[src/sv/atlas_slot_allocator_unit_defines.svh]
// Assertion macros used by the slot allocator unit RTL file.
// No dependencies; the macros become empty when SYNTHESIS is defined.
`ifndef ATLAS_SLOT_ALLOCATOR_UNIT_DEFINES_SVH
`define ATLAS_SLOT_ALLOCATOR_UNIT_DEFINES_SVH
`ifndef SYNTHESIS
// Checked property, disabled while the active-low reset is asserted.
`define ASU_ASSERT(lbl, clk, rstn, prop) \
  lbl: assert property (@(posedge clk) disable iff (!(rstn)) (prop)) \
    else $error("slot allocator assertion failed");
// Checked property that is also evaluated during reset.
`define ASU_ASSERT_ALWAYS(lbl, clk, prop) \
  lbl: assert property (@(posedge clk) (prop)) \
    else $error("slot allocator assertion failed");
`else
`define ASU_ASSERT(lbl, clk, rstn, prop)
`define ASU_ASSERT_ALWAYS(lbl, clk, prop)
`endif
`endif

[src/sv/asu_pkg.sv]
// Package for the atlas slot allocator: default geometry, request and status codes.
// No dependencies.
package asu_pkg;

  localparam int unsigned ATLAS_WIDTH = 16;
  localparam int unsigned MAX_PAGES   = 4;

  typedef enum logic [1:0] {
    FN_SINGLE = 2'd0,
    FN_RUN    = 2'd1,
    FN_BOX    = 2'd2,
    FN_CLEAR  = 2'd3
  } func_e;

  typedef enum logic [1:0] {
    STAT_OK        = 2'd0,
    STAT_TOO_LARGE = 2'd1,
    STAT_FULL      = 2'd2
  } status_e;

endpackage

[src/sv/asu_req_if.sv]
// Request channel of the atlas slot allocator: valid/ready and the request fields.
// No dependencies.
interface asu_req_if;
  logic       valid;
  logic       ready;
  logic [1:0] func;
  logic [8:0] run_length;
  logic [4:0] box_width;
  logic [4:0] box_height;

  modport source (output valid, func, run_length, box_width, box_height, input ready);
  modport sink (input valid, func, run_length, box_width, box_height, output ready);
endinterface

[src/sv/asu_rsp_if.sv]
// Response channel of the atlas slot allocator: valid/ready, slot index and status.
// No dependencies.
interface asu_rsp_if;
  logic       valid;
  logic       ready;
  logic [9:0] slot_index;
  logic [1:0] status;

  modport source (output valid, slot_index, status, input ready);
  modport sink (input valid, slot_index, status, output ready);
endinterface

[src/sv/asu_ram.sv]
// Generic single-port synchronous RAM with a registered read.
// No dependencies.
module asu_ram #(
  parameter int unsigned WIDTH = 1,
  parameter int unsigned DEPTH = 1024
) (
  input  logic                     clk_i,
  input  logic                     we_i,
  input  logic [$clog2(DEPTH)-1:0] addr_i,
  input  logic [WIDTH-1:0]         wdata_i,
  output logic [WIDTH-1:0]         rdata_o
);
  logic [WIDTH-1:0] mem_q [DEPTH];
  logic [WIDTH-1:0] rdata_q;

  always_ff @(posedge clk_i) begin
    if (we_i) begin
      mem_q[addr_i] <= wdata_i;
    end
    rdata_q <= mem_q[addr_i];
  end

  assign rdata_o = rdata_q;
endmodule

[src/sv/atlas_slot_allocator_unit.sv]
// Atlas slot allocator. A single request reads slots from the hint until it finds a free one;
// a run reads until it has n free slots in a row, then marks them; a box splits the hint, tries
// positions, tests each slot of one and marks its w*h slots. Full, rejected or empty requests end early.
// The unit handles one request at a time; the next transfer is taken once the result is loaded,
// and a held result stalls the unit. After reset and after a clear the bitmap is swept, one
// slot per cycle across all ATLAS_WIDTH*ATLAS_WIDTH*MAX_PAGES slots, and no request is taken.
`include "atlas_slot_allocator_unit_defines.svh"

module atlas_slot_allocator_unit #(
  parameter int unsigned ATLAS_WIDTH = asu_pkg::ATLAS_WIDTH,
  parameter int unsigned MAX_PAGES   = asu_pkg::MAX_PAGES
) (
  input  logic   clk_i,
  input  logic   rst_ni,
  asu_req_if.sink   req_i,
  asu_rsp_if.source rsp_o
);

  // Geometry. The scan position is wide enough to reach past the last slot and to
  // hold any search hint.
  localparam int unsigned SPP   = ATLAS_WIDTH * ATLAS_WIDTH;
  localparam int unsigned TOTAL = SPP * MAX_PAGES;
  localparam int unsigned AW    = $clog2(TOTAL);
  localparam int unsigned SW    = (AW + 1 > 11) ? AW + 1 : 11;
  localparam int unsigned XW    = $clog2(ATLAS_WIDTH + 1);
  localparam int unsigned CW    = 8;

  // Sequencer states, one-hot.
  typedef enum logic [10:0] {
    ST_CLEAR = 11'b000_0000_0001,
    ST_IDLE  = 11'b000_0000_0010,
    ST_LRD   = 11'b000_0000_0100,
    ST_LWT   = 11'b000_0000_1000,
    ST_DECP  = 11'b000_0001_0000,
    ST_DECR  = 11'b000_0010_0000,
    ST_BPOS  = 11'b000_0100_0000,
    ST_BRD   = 11'b000_1000_0000,
    ST_BWT   = 11'b001_0000_0000,
    ST_MARK  = 11'b010_0000_0000,
    ST_DONE  = 11'b100_0000_0000
  } state_e;

  state_e state_q, state_d;

  // Request and search state.
  logic [10:0]   hint_q, hint_d;
  logic          resp_q, resp_d;
  logic [AW-1:0] clr_q, clr_d;
  logic [1:0]    func_q, func_d;
  logic [8:0]    n_q, n_d;
  logic [4:0]    bw_q, bw_d;
  logic [4:0]    bh_q, bh_d;
  logic [SW-1:0] s_q, s_d;
  logic [8:0]    cnt_q, cnt_d;
  logic          skip_q, skip_d;
  logic [SW-1:0] rem_q, rem_d;
  logic [SW-1:0] pb_q, pb_d;
  logic [XW-1:0] x_q, x_d;
  logic [XW-1:0] y_q, y_d;

  // Rectangle walker, shared by the box test and the marking sweep.
  logic [AW-1:0] addr_q, addr_d;
  logic [AW-1:0] rowb_q, rowb_d;
  logic [8:0]    cc_q, cc_d;
  logic [XW-1:0] rr_q, rr_d;
  logic [8:0]    cw_q, cw_d;
  logic [XW-1:0] ch_q, ch_d;

  // Result waiting to be loaded, and the output register.
  logic [SW-1:0] res_idx_q, res_idx_d;
  logic [1:0]    res_st_q, res_st_d;
  logic          out_valid_q, out_valid_d;
  logic [9:0]    out_idx_q, out_idx_d;
  logic [1:0]    out_st_q, out_st_d;

  // Bitmap RAM port.
  logic          ram_we;
  logic [AW-1:0] ram_addr;
  logic          ram_wdata;
  logic          ram_rdata;

  logic          last_col;
  logic          last_row;
  logic [SW-1:0] run_base;
  logic          s_past_end;

  asu_ram #(
    .WIDTH (1),
    .DEPTH (TOTAL)
  ) u_bitmap (
    .clk_i   (clk_i),
    .we_i    (ram_we),
    .addr_i  (ram_addr),
    .wdata_i (ram_wdata),
    .rdata_o (ram_rdata)
  );

  assign last_col   = (cc_q == cw_q - 9'd1);
  assign last_row   = (rr_q == ch_q - XW'(1));
  assign run_base   = s_q + SW'(1) - SW'(n_q);
  assign s_past_end = (s_q >= SW'(TOTAL));

  always_comb begin
    state_d     = state_q;
    hint_d      = hint_q;
    resp_d      = resp_q;
    clr_d       = clr_q;
    func_d      = func_q;
    n_d         = n_q;
    bw_d        = bw_q;
    bh_d        = bh_q;
    s_d         = s_q;
    cnt_d       = cnt_q;
    skip_d      = skip_q;
    rem_d       = rem_q;
    pb_d        = pb_q;
    x_d         = x_q;
    y_d         = y_q;
    addr_d      = addr_q;
    rowb_d      = rowb_q;
    cc_d        = cc_q;
    rr_d        = rr_q;
    cw_d        = cw_q;
    ch_d        = ch_q;
    res_idx_d   = res_idx_q;
    res_st_d    = res_st_q;
    out_valid_d = out_valid_q;
    out_idx_d   = out_idx_q;
    out_st_d    = out_st_q;
    ram_we      = 1'b0;
    ram_addr    = s_q[AW-1:0];
    ram_wdata   = 1'b1;
    req_i.ready = 1'b0;

    // The response register empties on its own transfer.
    if (out_valid_q && rsp_o.ready) begin
      out_valid_d = 1'b0;
    end

    unique case (state_q)
      ST_CLEAR: begin
        // Slot 0 stays reserved; every other slot becomes free.
        ram_we    = 1'b1;
        ram_addr  = clr_q;
        ram_wdata = (clr_q == '0);
        clr_d     = clr_q + AW'(1);
        if (clr_q == AW'(TOTAL - 1)) begin
          state_d = resp_q ? ST_DONE : ST_IDLE;
        end
      end

      ST_IDLE: begin
        req_i.ready = 1'b1;
        if (req_i.valid) begin
          func_d    = req_i.func;
          n_d       = req_i.run_length;
          bw_d      = req_i.box_width;
          bh_d      = req_i.box_height;
          s_d       = SW'(hint_q);
          cnt_d     = '0;
          skip_d    = 1'b0;
          res_idx_d = '0;
          res_st_d  = asu_pkg::STAT_OK;
          unique case (req_i.func)
            asu_pkg::FN_SINGLE: begin
              state_d = ST_LRD;
            end
            asu_pkg::FN_RUN: begin
              // An empty run allocates nothing.
              state_d = (req_i.run_length == '0) ? ST_DONE : ST_LRD;
            end
            asu_pkg::FN_BOX: begin
              if (req_i.box_width == '0 || req_i.box_height == '0 ||
                  CW'(req_i.box_width) > CW'(ATLAS_WIDTH) ||
                  CW'(req_i.box_height) > CW'(ATLAS_WIDTH)) begin
                res_st_d = asu_pkg::STAT_TOO_LARGE;
                state_d  = ST_DONE;
              end else begin
                rem_d   = SW'(hint_q);
                pb_d    = '0;
                y_d     = '0;
                state_d = ST_DECP;
              end
            end
            default: begin
              hint_d  = 11'd1;
              resp_d  = 1'b1;
              clr_d   = '0;
              state_d = ST_CLEAR;
            end
          endcase
        end
      end

      ST_LRD: begin
        if (s_past_end) begin
          res_idx_d = '0;
          res_st_d  = asu_pkg::STAT_FULL;
          state_d   = ST_DONE;
        end else begin
          state_d = ST_LWT;
        end
      end

      ST_LWT: begin
        if (func_q == asu_pkg::FN_SINGLE) begin
          if (!ram_rdata) begin
            ram_we    = 1'b1;
            hint_d    = 11'(s_q + SW'(1));
            res_idx_d = s_q;
            state_d   = ST_DONE;
          end else begin
            s_d     = s_q + SW'(1);
            state_d = ST_LRD;
          end
        end else if (ram_rdata) begin
          if (cnt_q != '0) begin
            skip_d = 1'b1;
          end
          cnt_d   = '0;
          s_d     = s_q + SW'(1);
          state_d = ST_LRD;
        end else if (cnt_q + 9'd1 == n_q) begin
          // Run complete: mark it as a one-row rectangle starting at its base.
          if (!skip_q) begin
            hint_d = 11'(s_q + SW'(1));
          end
          res_idx_d = run_base;
          addr_d    = run_base[AW-1:0];
          rowb_d    = run_base[AW-1:0];
          cc_d      = '0;
          rr_d      = '0;
          cw_d      = n_q;
          ch_d      = XW'(1);
          state_d   = ST_MARK;
        end else begin
          cnt_d   = cnt_q + 9'd1;
          s_d     = s_q + SW'(1);
          state_d = ST_LRD;
        end
      end

      ST_DECP: begin
        // Split the hint into page base, row and column by repeated subtraction.
        if (rem_q >= SW'(SPP)) begin
          rem_d = rem_q - SW'(SPP);
          pb_d  = pb_q + SW'(SPP);
        end else begin
          state_d = ST_DECR;
        end
      end

      ST_DECR: begin
        if (rem_q >= SW'(ATLAS_WIDTH)) begin
          rem_d = rem_q - SW'(ATLAS_WIDTH);
          y_d   = y_q + XW'(1);
        end else begin
          x_d     = rem_q[XW-1:0];
          state_d = ST_BPOS;
        end
      end

      ST_BPOS: begin
        if (s_past_end) begin
          res_idx_d = '0;
          res_st_d  = asu_pkg::STAT_FULL;
          state_d   = ST_DONE;
        end else if (CW'(y_q) + CW'(bh_q) > CW'(ATLAS_WIDTH)) begin
          s_d  = pb_q + SW'(SPP);
          pb_d = pb_q + SW'(SPP);
          x_d  = '0;
          y_d  = '0;
        end else if (CW'(x_q) + CW'(bw_q) > CW'(ATLAS_WIDTH)) begin
          s_d = s_q + SW'(ATLAS_WIDTH) - SW'(x_q);
          x_d = '0;
          y_d = y_q + XW'(1);
        end else begin
          addr_d  = s_q[AW-1:0];
          rowb_d  = s_q[AW-1:0];
          cc_d    = '0;
          rr_d    = '0;
          cw_d    = 9'(bw_q);
          ch_d    = XW'(bh_q);
          state_d = ST_BRD;
        end
      end

      ST_BRD: begin
        ram_addr = addr_q;
        state_d  = ST_BWT;
      end

      ST_BWT: begin
        if (ram_rdata) begin
          s_d     = s_q + SW'(1);
          x_d     = x_q + XW'(1);
          state_d = ST_BPOS;
        end else if (last_col && last_row) begin
          res_idx_d = s_q;
          addr_d    = s_q[AW-1:0];
          rowb_d    = s_q[AW-1:0];
          cc_d      = '0;
          rr_d      = '0;
          state_d   = ST_MARK;
        end else if (last_col) begin
          rr_d    = rr_q + XW'(1);
          rowb_d  = rowb_q + AW'(ATLAS_WIDTH);
          addr_d  = rowb_q + AW'(ATLAS_WIDTH);
          cc_d    = '0;
          state_d = ST_BRD;
        end else begin
          cc_d    = cc_q + 9'd1;
          addr_d  = addr_q + AW'(1);
          state_d = ST_BRD;
        end
      end

      ST_MARK: begin
        ram_we   = 1'b1;
        ram_addr = addr_q;
        if (last_col && last_row) begin
          state_d = ST_DONE;
        end else if (last_col) begin
          rr_d   = rr_q + XW'(1);
          rowb_d = rowb_q + AW'(ATLAS_WIDTH);
          addr_d = rowb_q + AW'(ATLAS_WIDTH);
          cc_d   = '0;
        end else begin
          cc_d   = cc_q + 9'd1;
          addr_d = addr_q + AW'(1);
        end
      end

      ST_DONE: begin
        // Load the result once the output register is free or being emptied.
        if (!out_valid_q || rsp_o.ready) begin
          out_valid_d = 1'b1;
          out_idx_d   = res_idx_q[9:0];
          out_st_d    = res_st_q;
          resp_d      = 1'b0;
          state_d     = ST_IDLE;
        end
      end

      default: begin
        state_d = ST_IDLE;
      end
    endcase
  end

  always_ff @(posedge clk_i or negedge rst_ni) begin
    if (!rst_ni) begin
      state_q     <= ST_CLEAR;
      hint_q      <= 11'd1;
      resp_q      <= 1'b0;
      clr_q       <= '0;
      out_valid_q <= 1'b0;
    end else begin
      state_q     <= state_d;
      hint_q      <= hint_d;
      resp_q      <= resp_d;
      clr_q       <= clr_d;
      out_valid_q <= out_valid_d;
    end
  end

  always_ff @(posedge clk_i) begin
    func_q    <= func_d;
    n_q       <= n_d;
    bw_q      <= bw_d;
    bh_q      <= bh_d;
    s_q       <= s_d;
    cnt_q     <= cnt_d;
    skip_q    <= skip_d;
    rem_q     <= rem_d;
    pb_q      <= pb_d;
    x_q       <= x_d;
    y_q       <= y_d;
    addr_q    <= addr_d;
    rowb_q    <= rowb_d;
    cc_q      <= cc_d;
    rr_q      <= rr_d;
    cw_q      <= cw_d;
    ch_q      <= ch_d;
    res_idx_q <= res_idx_d;
    res_st_q  <= res_st_d;
    out_idx_q <= out_idx_d;
    out_st_q  <= out_st_d;
  end

  assign rsp_o.valid      = out_valid_q;
  assign rsp_o.slot_index = out_idx_q;
  assign rsp_o.status     = out_st_q;

  // The bitmap is written only by the clearing sweep, a single grant or a marking sweep.
  `ASU_ASSERT(a_write_states, clk_i, rst_ni, ram_we |-> (state_q == ST_CLEAR || state_q == ST_LWT || state_q == ST_MARK))
  // Marking never leaves the bitmap.
  `ASU_ASSERT(a_mark_in_range, clk_i, rst_ni, (state_q == ST_MARK) |-> (32'(addr_q) < TOTAL))
  // A full or oversize result carries index zero.
  `ASU_ASSERT(a_fail_index, clk_i, rst_ni, (out_valid_q && out_st_q != asu_pkg::STAT_OK) |-> (out_idx_q == '0))
  // Requests are never taken while the clearing sweep runs.
  `ASU_ASSERT_ALWAYS(a_no_req_in_clear, clk_i, (state_q == ST_CLEAR) |-> !req_i.ready)

endmodule
[src/flat_wrapper.sv]
// flat-port wrapper written by rule: the top's interface ports become plain ports
module atlas_slot_allocator_unit_flat 
#(
  parameter int unsigned ATLAS_WIDTH = asu_pkg::ATLAS_WIDTH,
  parameter int unsigned MAX_PAGES   = asu_pkg::MAX_PAGES
)
  (clk_i, rst_ni, req_i_valid, req_i_func, req_i_run_length, req_i_box_width, req_i_box_height, req_i_ready, rsp_o_valid, rsp_o_slot_index, rsp_o_status, rsp_o_ready);
  asu_req_if req_i_i ();
  asu_rsp_if rsp_o_i ();
  input  logic clk_i;
  input  logic rst_ni;
  input wire logic [$bits(req_i_i.valid)-1:0] req_i_valid;
  input wire logic [$bits(req_i_i.func)-1:0] req_i_func;
  input wire logic [$bits(req_i_i.run_length)-1:0] req_i_run_length;
  input wire logic [$bits(req_i_i.box_width)-1:0] req_i_box_width;
  input wire logic [$bits(req_i_i.box_height)-1:0] req_i_box_height;
  output wire logic [$bits(req_i_i.ready)-1:0] req_i_ready;
  output wire logic [$bits(rsp_o_i.valid)-1:0] rsp_o_valid;
  output wire logic [$bits(rsp_o_i.slot_index)-1:0] rsp_o_slot_index;
  output wire logic [$bits(rsp_o_i.status)-1:0] rsp_o_status;
  input wire logic [$bits(rsp_o_i.ready)-1:0] rsp_o_ready;
  assign req_i_i.valid = req_i_valid;
  assign req_i_i.func = req_i_func;
  assign req_i_i.run_length = req_i_run_length;
  assign req_i_i.box_width = req_i_box_width;
  assign req_i_i.box_height = req_i_box_height;
  assign req_i_ready = req_i_i.ready;
  assign rsp_o_valid = rsp_o_i.valid;
  assign rsp_o_slot_index = rsp_o_i.slot_index;
  assign rsp_o_status = rsp_o_i.status;
  assign rsp_o_i.ready = rsp_o_ready;
  atlas_slot_allocator_unit #(.ATLAS_WIDTH(ATLAS_WIDTH), .MAX_PAGES(MAX_PAGES)) u_core (.clk_i(clk_i), .rst_ni(rst_ni), .req_i(req_i_i), .rsp_o(rsp_o_i));
endmodule
[config.mk]
export PLATFORM = sky130hd
export DESIGN_NAME = atlas_slot_allocator_unit_flat
export DESIGN_NICKNAME = d
export VERILOG_FILES = /design/src/sv/asu_pkg.sv /design/src/sv/asu_req_if.sv /design/src/sv/asu_rsp_if.sv /design/src/sv/asu_ram.sv /design/src/sv/atlas_slot_allocator_unit.sv /design/src/flat_wrapper.sv
export VERILOG_INCLUDE_DIRS = /design/src /design/src/sv
export SDC_FILE = /design/constraint.sdc
export NUM_CORES = 2
export LEC_CHECK = 0
export ABC_AREA = 1
export CAP_MARGIN = 40
export CORE_UTILIZATION = 35
export DETAILED_ROUTE_END_ITERATION = 10
export DONT_BUFFER_PORTS = 1
export PLACE_DENSITY_LB_ADDON = 0.2
export SYNTH_ARGS = -nofsm -noshare
export SYNTH_HDL_FRONTEND = slang
export SYNTH_SLANG_ARGS = --single-unit
[constraint.sdc]
create_clock -name clk_i -period 203.2 [get_ports clk_i]
set_clock_uncertainty 0.05 [all_clocks]
set_input_delay 40.64 -clock clk_i [delete_from_list [all_inputs] [get_ports clk_i]]
set_output_delay 40.64 -clock clk_i [all_outputs]
set_load 0.01 [all_outputs]
# Word-level counts from Yosys, hierarchy flattened
# Memories as Yosys holds them, arrays and structs flattened. A register that Yosys moved wholly into a read port is not among the register bits.
# Index checks and enable logic that the tools add are counted.
[op_classes]
add_sub_neg = 19
n_mul = 0
n_div = 0
magnitude_cmp = 7
eq_ne = 49
n_shift = 0
mux = 159
bitwise_logic = 0
n_reduce_logical = 47
[op_table]
columns = ["operator", "count"]
rows = [
  ["11-bit 2-to-1 mux", 43],
  ["10-bit 2-to-1 mux", 26],
  ["9-bit 2-to-1 mux", 20],
  ["5-bit 2-to-1 mux", 28],
  ["11-bit one-hot mux with 11 select lines", 1],
  ["10-bit one-hot mux with 4 select lines", 3],
  ["11-bit one-hot mux with 3 select lines", 3],
  ["11-bit one-hot mux with 4 select lines", 1],
  ["10-bit one-hot mux with 2 select lines", 2],
  ["9-bit one-hot mux with 2 select lines", 2],
  ["9-bit one-hot mux with 4 select lines", 1],
  ["5-bit one-hot mux with 3 select lines", 2],
  ["2-bit != test, second input constant", 14],
  ["7-bit AND reduction", 4],
  ["2-bit by 1-bit != test with 1-bit output, second input constant", 11],
  ["11-bit one-hot mux with 2 select lines", 1],
  ["10-bit by 1-bit adder with 10-bit output, second input constant", 2],
  ["5-bit one-hot mux with 4 select lines", 1],
  ["9-bit by 1-bit adder with 9-bit output, second input constant", 2],
  ["9-bit == test", 2],
  ["1-bit 2-to-1 mux", 17],
  ["8-bit by 5-bit > comparator with 1-bit output, second input constant", 2],
  ["5-bit by 1-bit adder with 5-bit output, second input constant", 3],
  ["5-bit AND reduction", 3],
  ["57 further kinds", 87],
]
[totals]
ff_bits = 180
latch_bits = 0
ram_bits = 1024
romBits = 0
inputBits = 25
output_inout_bits = 14
elab_cells = 308
n_memories = 1
[memory_table]
columns = ["name", "depth", "width", "read_ports", "rd_clocked_by_memory_dff", "write_ports", "line", "source"]
rows = [
  ["u_core.u_bitmap.mem_q", 1024, 1, 1, 1, 1, "asu_ram.sv:13", "logic [WIDTH-1:0] mem_q [DEPTH];"],
]

# Logic depth before layout (Yosys ltp)
[depth]
ltp_word = 8
ltp_mapped = 26
ltp_nobuf = 23

# Hierarchy
# From an unflattened synthesis, not the netlist that was laid out.
[unflattened]
cells_unflattened = 6348
hier_area_um2 = 58077.0
[by_module_without_submodules]
columns = ["mod", "n_inst", "cells_per_inst", "area_per_inst_um2", "seq_area_each_um2"]
rows = [
  ["asu_ram", 1, 4882, 46299.4, 30769.5],
  ["atlas_slot_allocator_unit", 1, 1466, 11777.5, 4997.3],
]

# Worst setup path after synthesis
# Ideal clock, no wire load.
[synth_timing]
path_type = "flip-flop to flip-flop"
from = "reg u_core.clr_q[0]"
to = "mem u_core.u_bitmap.mem_q[0] (data pin)"
setup_time_ns = 11.177
t_arrival_ns = 57.001
required_time_ns = 191.973
path_slack_ns = 134.971
stages_incl_launch_ff = 5
path_buffers = 0
synth_period_minus_slack_ns = 68.229
path_cell_list = "dfrtp_1 inv_1 ha_1 nand3_1 o41ai_1"
[synth_via]
elab_chain_cells = 2
[synth_lines]
columns = ["element", "line", "source"]
rows = [
  ["start, declared", "atlas_slot_allocator_unit.sv:48", "logic [AW-1:0] clr_q, clr_d;"],
  ["start signal, assigned", "atlas_slot_allocator_unit.sv:362", "clr_q <= clr_d;"],
  ["10-bit logical NOT", "atlas_slot_allocator_unit.sv:145", "ram_wdata = (clr_q == '0);"],
  ["1-bit 2-to-1 mux", "atlas_slot_allocator_unit.sv:140", "unique case (state_q)"],
  ["net u_core.ram_wdata", "atlas_slot_allocator_unit.sv:79", "logic ram_wdata;"],
  ["end, declared", "asu_ram.sv:13", ""],
]
# The timed path passes the listed nets, and every way through them passes these cells.

# Worst setup path in the final report
[layout_timing]
from = "reg u_core.state_q[7]"
to = "out req_i_ready"
[layout_via]
elab_chain_cells = 2
[layout_lines]
columns = ["element", "line", "source"]
rows = [
  ["start, declared", "atlas_slot_allocator_unit.sv:43", "state_e state_q, state_d;"],
  ["start signal, assigned", "atlas_slot_allocator_unit.sv:359", "state_q <= state_d;"],
  ["11-bit by 2-bit == test with 1-bit output", "atlas_slot_allocator_unit.sv:140", ""],
  ["1-bit 2-to-1 mux", "atlas_slot_allocator_unit.sv:140", ""],
  ["end, declared", "flat_wrapper.sv:17", "output wire logic [$bits(req_i_i.ready)-1:0] req_i_ready;"],
]
# No other way between the ends.

==> impl_metrics.py <==
metrics = {
    "finish": {
        "fillers": 16900,
        "finalInstanceArea_um2": 65600,
        "drive_above_1_share_pct": 6.03,
        "syn2layout_area_growth_pct": 11.0,
        "fin_cells": 8859,
        "seqCellArea_um2": 35800,
        "fin_util_pct": 39.2,
        "fin_nets": 6637,
        "n_antenna_cell": 0,
        "multi_input_area_um2": 20600,
    },
    "detailed_routing": {
        "wl_um": 176000,
        "first_pass_iters": 6,
        "drc": 0,
        "drtIter0Drc": 4056,
        "drt-wirelength-per-cell_um": 19.8,
        "vias": 44600,
        "drtAntennaViolNets": 0,
        "drt-vias-per-instance": 5.04,
    },
    "synthesis": {
        "synth_area_leaders": "edfxtp_1 59%, nand2_1 18%, nor2_1 8.0%",
        "ys_top_cells_by_count": "2848 x nand2_1, 1267 x nor2_1, 1162 x edfxtp_1, 262 x nand3_1, 226 x clkbuf_1",
        "synth.most_common_cell": "nand2_1",
        "async_reset_ff_share_pct": 2.84,
        "ys.flop_type": "edfxtp_1",
        "ys_ff_latch": 1197,
        "syn-num-nets": 6810,
        "synth_cell_type_count": 62,
        "syn_avg_cell_area_um2": 8.79,
        "ys_seq_area_share_pct": 60.5,
        "yosysTopAreaCell": "edfxtp_1",
        "synth_edf_count": 1162,
        "syn_inst": 6722,
        "synth_area_um2": 59100,
        "yosys_warnings": 0,
        "synth_top_area_share_pct": 59.0,
    },
    "clock_network": {
        "cts_buffers": 138,
        "cts_tree": "yes",
        "htreeDepth": 4,
        "cts_buffer_depth": 3,
        "path_clk_slew_ns": 0.06,
        "cts-root-buf": "clkbuf_16",
        "clk_latency_ns": 0.79,
        "post-cts-setup-buffers": 0,
        "holdBufCountCts": 0,
        "cts-resized-gates": 0,
        "cts.sinks": 1197,
    },
    "power_and_ir_drop": {
        "peakVddDrop_v": 0.00000854,
        "p_leak_nw": 25.4,
        "power_density_nw_per_um2": 12.7,
        "p_total_mw": 0.832,
    },
    "critical_path": {
        "r2r.worst_path.cells": 25,
        "required_ns": 162.51,
        "crit_fanout": 12,
        "critPathArrivalTime_ns": 1.95,
        "worst_setup_path_start_kind": "flip-flop",
        "crit_path_end_kind": "primary output",
        "criticalPathCategory": "reg2out",
        "rrSetupSlack_ns": 196.69,
    },
    "sta": {
        "min_period_over_period_pct": 21.0,
        "worst_pin_slew_ns": 1.19,
        "setup_viol": 0,
        "hold_violations": 0,
        "hold_slack_ns": 0.386,
        "finalCriticalPeriod_ns": 42.64,
        "max_slew_margin_pct": 20.9,
        "rsz0062_at_grt": "false",
        "timing.setup.tns_ns": 0,
        "drv_slew": 0,
        "fin_ws_ns": 160.56,
        "fmax_mhz": 23.4,
    },
    "floorplanning": {
        "ios": 39,
        "die_w_um": 413,
        "dieArea_um2": 170000,
        "start_util_pct": 35.3,
        "coreArea_um2": 167000,
        "row_count": 150,
        "fp.dieH_um": 413,
    },
    "place": {
        "place_inst": 8613,
        "port_buffers": 0,
        "dp_slack_ns": 160.60,
        "dp_hpwl_um": 95100,
        "post_dp_cell_area_um2": 61200,
        "finalWeightedCongestion": 0.904,
    },
    "run": {
        "cap_violations": 0,
    },
    "hold_path": {
        "hp-class": "reg2reg",
        "holdPathStages": 0,
    },
    "grt": {
        "grt_start_max_net_pins": 249,
        "grt_overflow": 0,
        "grt_pass1_vias": 41900,
        "antenna_found_initial": 1,
        "grt_util_all_layers_pct": 20.4,
        "grt_pass1_wl_um": 263000,
    },
    "outcome": {
        "status": "finished clean",
    },
}
-- worst max-delay path, stage by stage, from the launching register on --
cell and delay, ns:
dfrtp_1 0.40, nor2_2 0.15, nand2_2 0.12, inv_2 0.09
nand2_1 0.06, nor2_1 0.11, buf_4 0.22
-- where the power goes --
group / switching [mW] / leakage, nW / internal [mW]
Combinational: 0.212 / 12.3 / 0.0702
Sequential: 0.0102 / 11.0 / 0.295
Clock: 0.106 / 2.13 / 0.139
-- cell usage in the layout, fill, tap and decap left out, types with 29 or more instances in the layout --
| cell | Yosys | final |
|---|---|---|
| a21oi_1 | 67 | 67 |
| buf_4 | 5 | 94 |
| clkbuf_1 | 226 | 29 |
| clkbuf_16 | 0 | 139 |
| clkinv_1 | 3 | 31 |
| dfrtp_1 | 32 | 32 |
| edfxtp_1 | 1162 | 1162 |
| ha_1 | 59 | 59 |
| inv_1 | 206 | 206 |
| nand2_1 | 2848 | 2835 |
| nand3_1 | 262 | 244 |
| nor2_1 | 1267 | 1264 |
| nor3_1 | 39 | 38 |
| o21ai_0 | 72 | 72 |
| xor2_1 | 53 | 53 |
-- flip-flops by register name, indices dropped and copies added (netlist names), 2 cells and up --
signal,cells
u_core.addr_q,10
u_core.bh_q,5
u_core.bw_q,5
u_core.cc_q,9
u_core.ch_q,5
u_core.clr_q,10
u_core.cnt_q,9
u_core.cw_q,9
u_core.func_q,2
u_core.hint_q,11
u_core.n_q,9
u_core.pb_q,3
u_core.rem_q,11
u_core.res_idx_q,10
u_core.res_st_q,2
u_core.rowb_q,10
u_core.rr_q,5
u_core.rsp_o.slot_index,10
u_core.rsp_o.status,2
u_core.s_q,11
u_core.state_q,11
u_core.u_bitmap.mem_q,1024
u_core.x_q,5
u_core.y_q,5
-- final timing paths --
kind | start | endpoint
worst max-delay path | u_core.state_q[7] | req_i_ready
worst min register to register | u_core.res_idx_q[2] | u_core.rsp_o.slot_index[2]
min in group asynchronous | rst_ni | u_core.hint_q[1]
max in group asynchronous | rst_ni | u_core.state_q[0]
worst min-delay path | u_core.res_idx_q[2] | u_core.rsp_o.slot_index[2]
worst max register to register | u_core.state_q[0] | u_core.u_bitmap.rdata_o
-- per-layer routing --
| metal | track usage [%] | routed length [um] |
|---|---|---|
| met1 | 28.6 | 80900 |
| met2 | 33.0 | 81200 |
| met3 | 2.77 | 9450 |
| met4 | 5.69 | 4250 |
| met5 | 0 | 0 |
-- area by class of cell --
class / count / area share, %
flip-flops and latches: 1197 / 54.5
multi-input cells: 4871 / 31.4
clock buffers: 168 / 5.47
well taps: 2204 / 4.20
repair buffers: 119 / 1.86
inverters: 222 / 1.30
clock inverters: 78 / 1.23
-- kinds of logic after synthesis --
| family | Yosys count | synth area share, % |
|---|---|---|
| buffers and inverters | 654 | 4.88 |
| adders and majority gates | 63 | 1.38 |
| AOI/OAI and AO/OA | 242 | 2.46 |
| xor gates and xnor gates | 76 | 1.13 |
| and+or+nand+nor | 4490 | 29.6 |
| DFF | 1197 | 60.5 |
No activity file was read; power rests on OpenSTA's default activity.
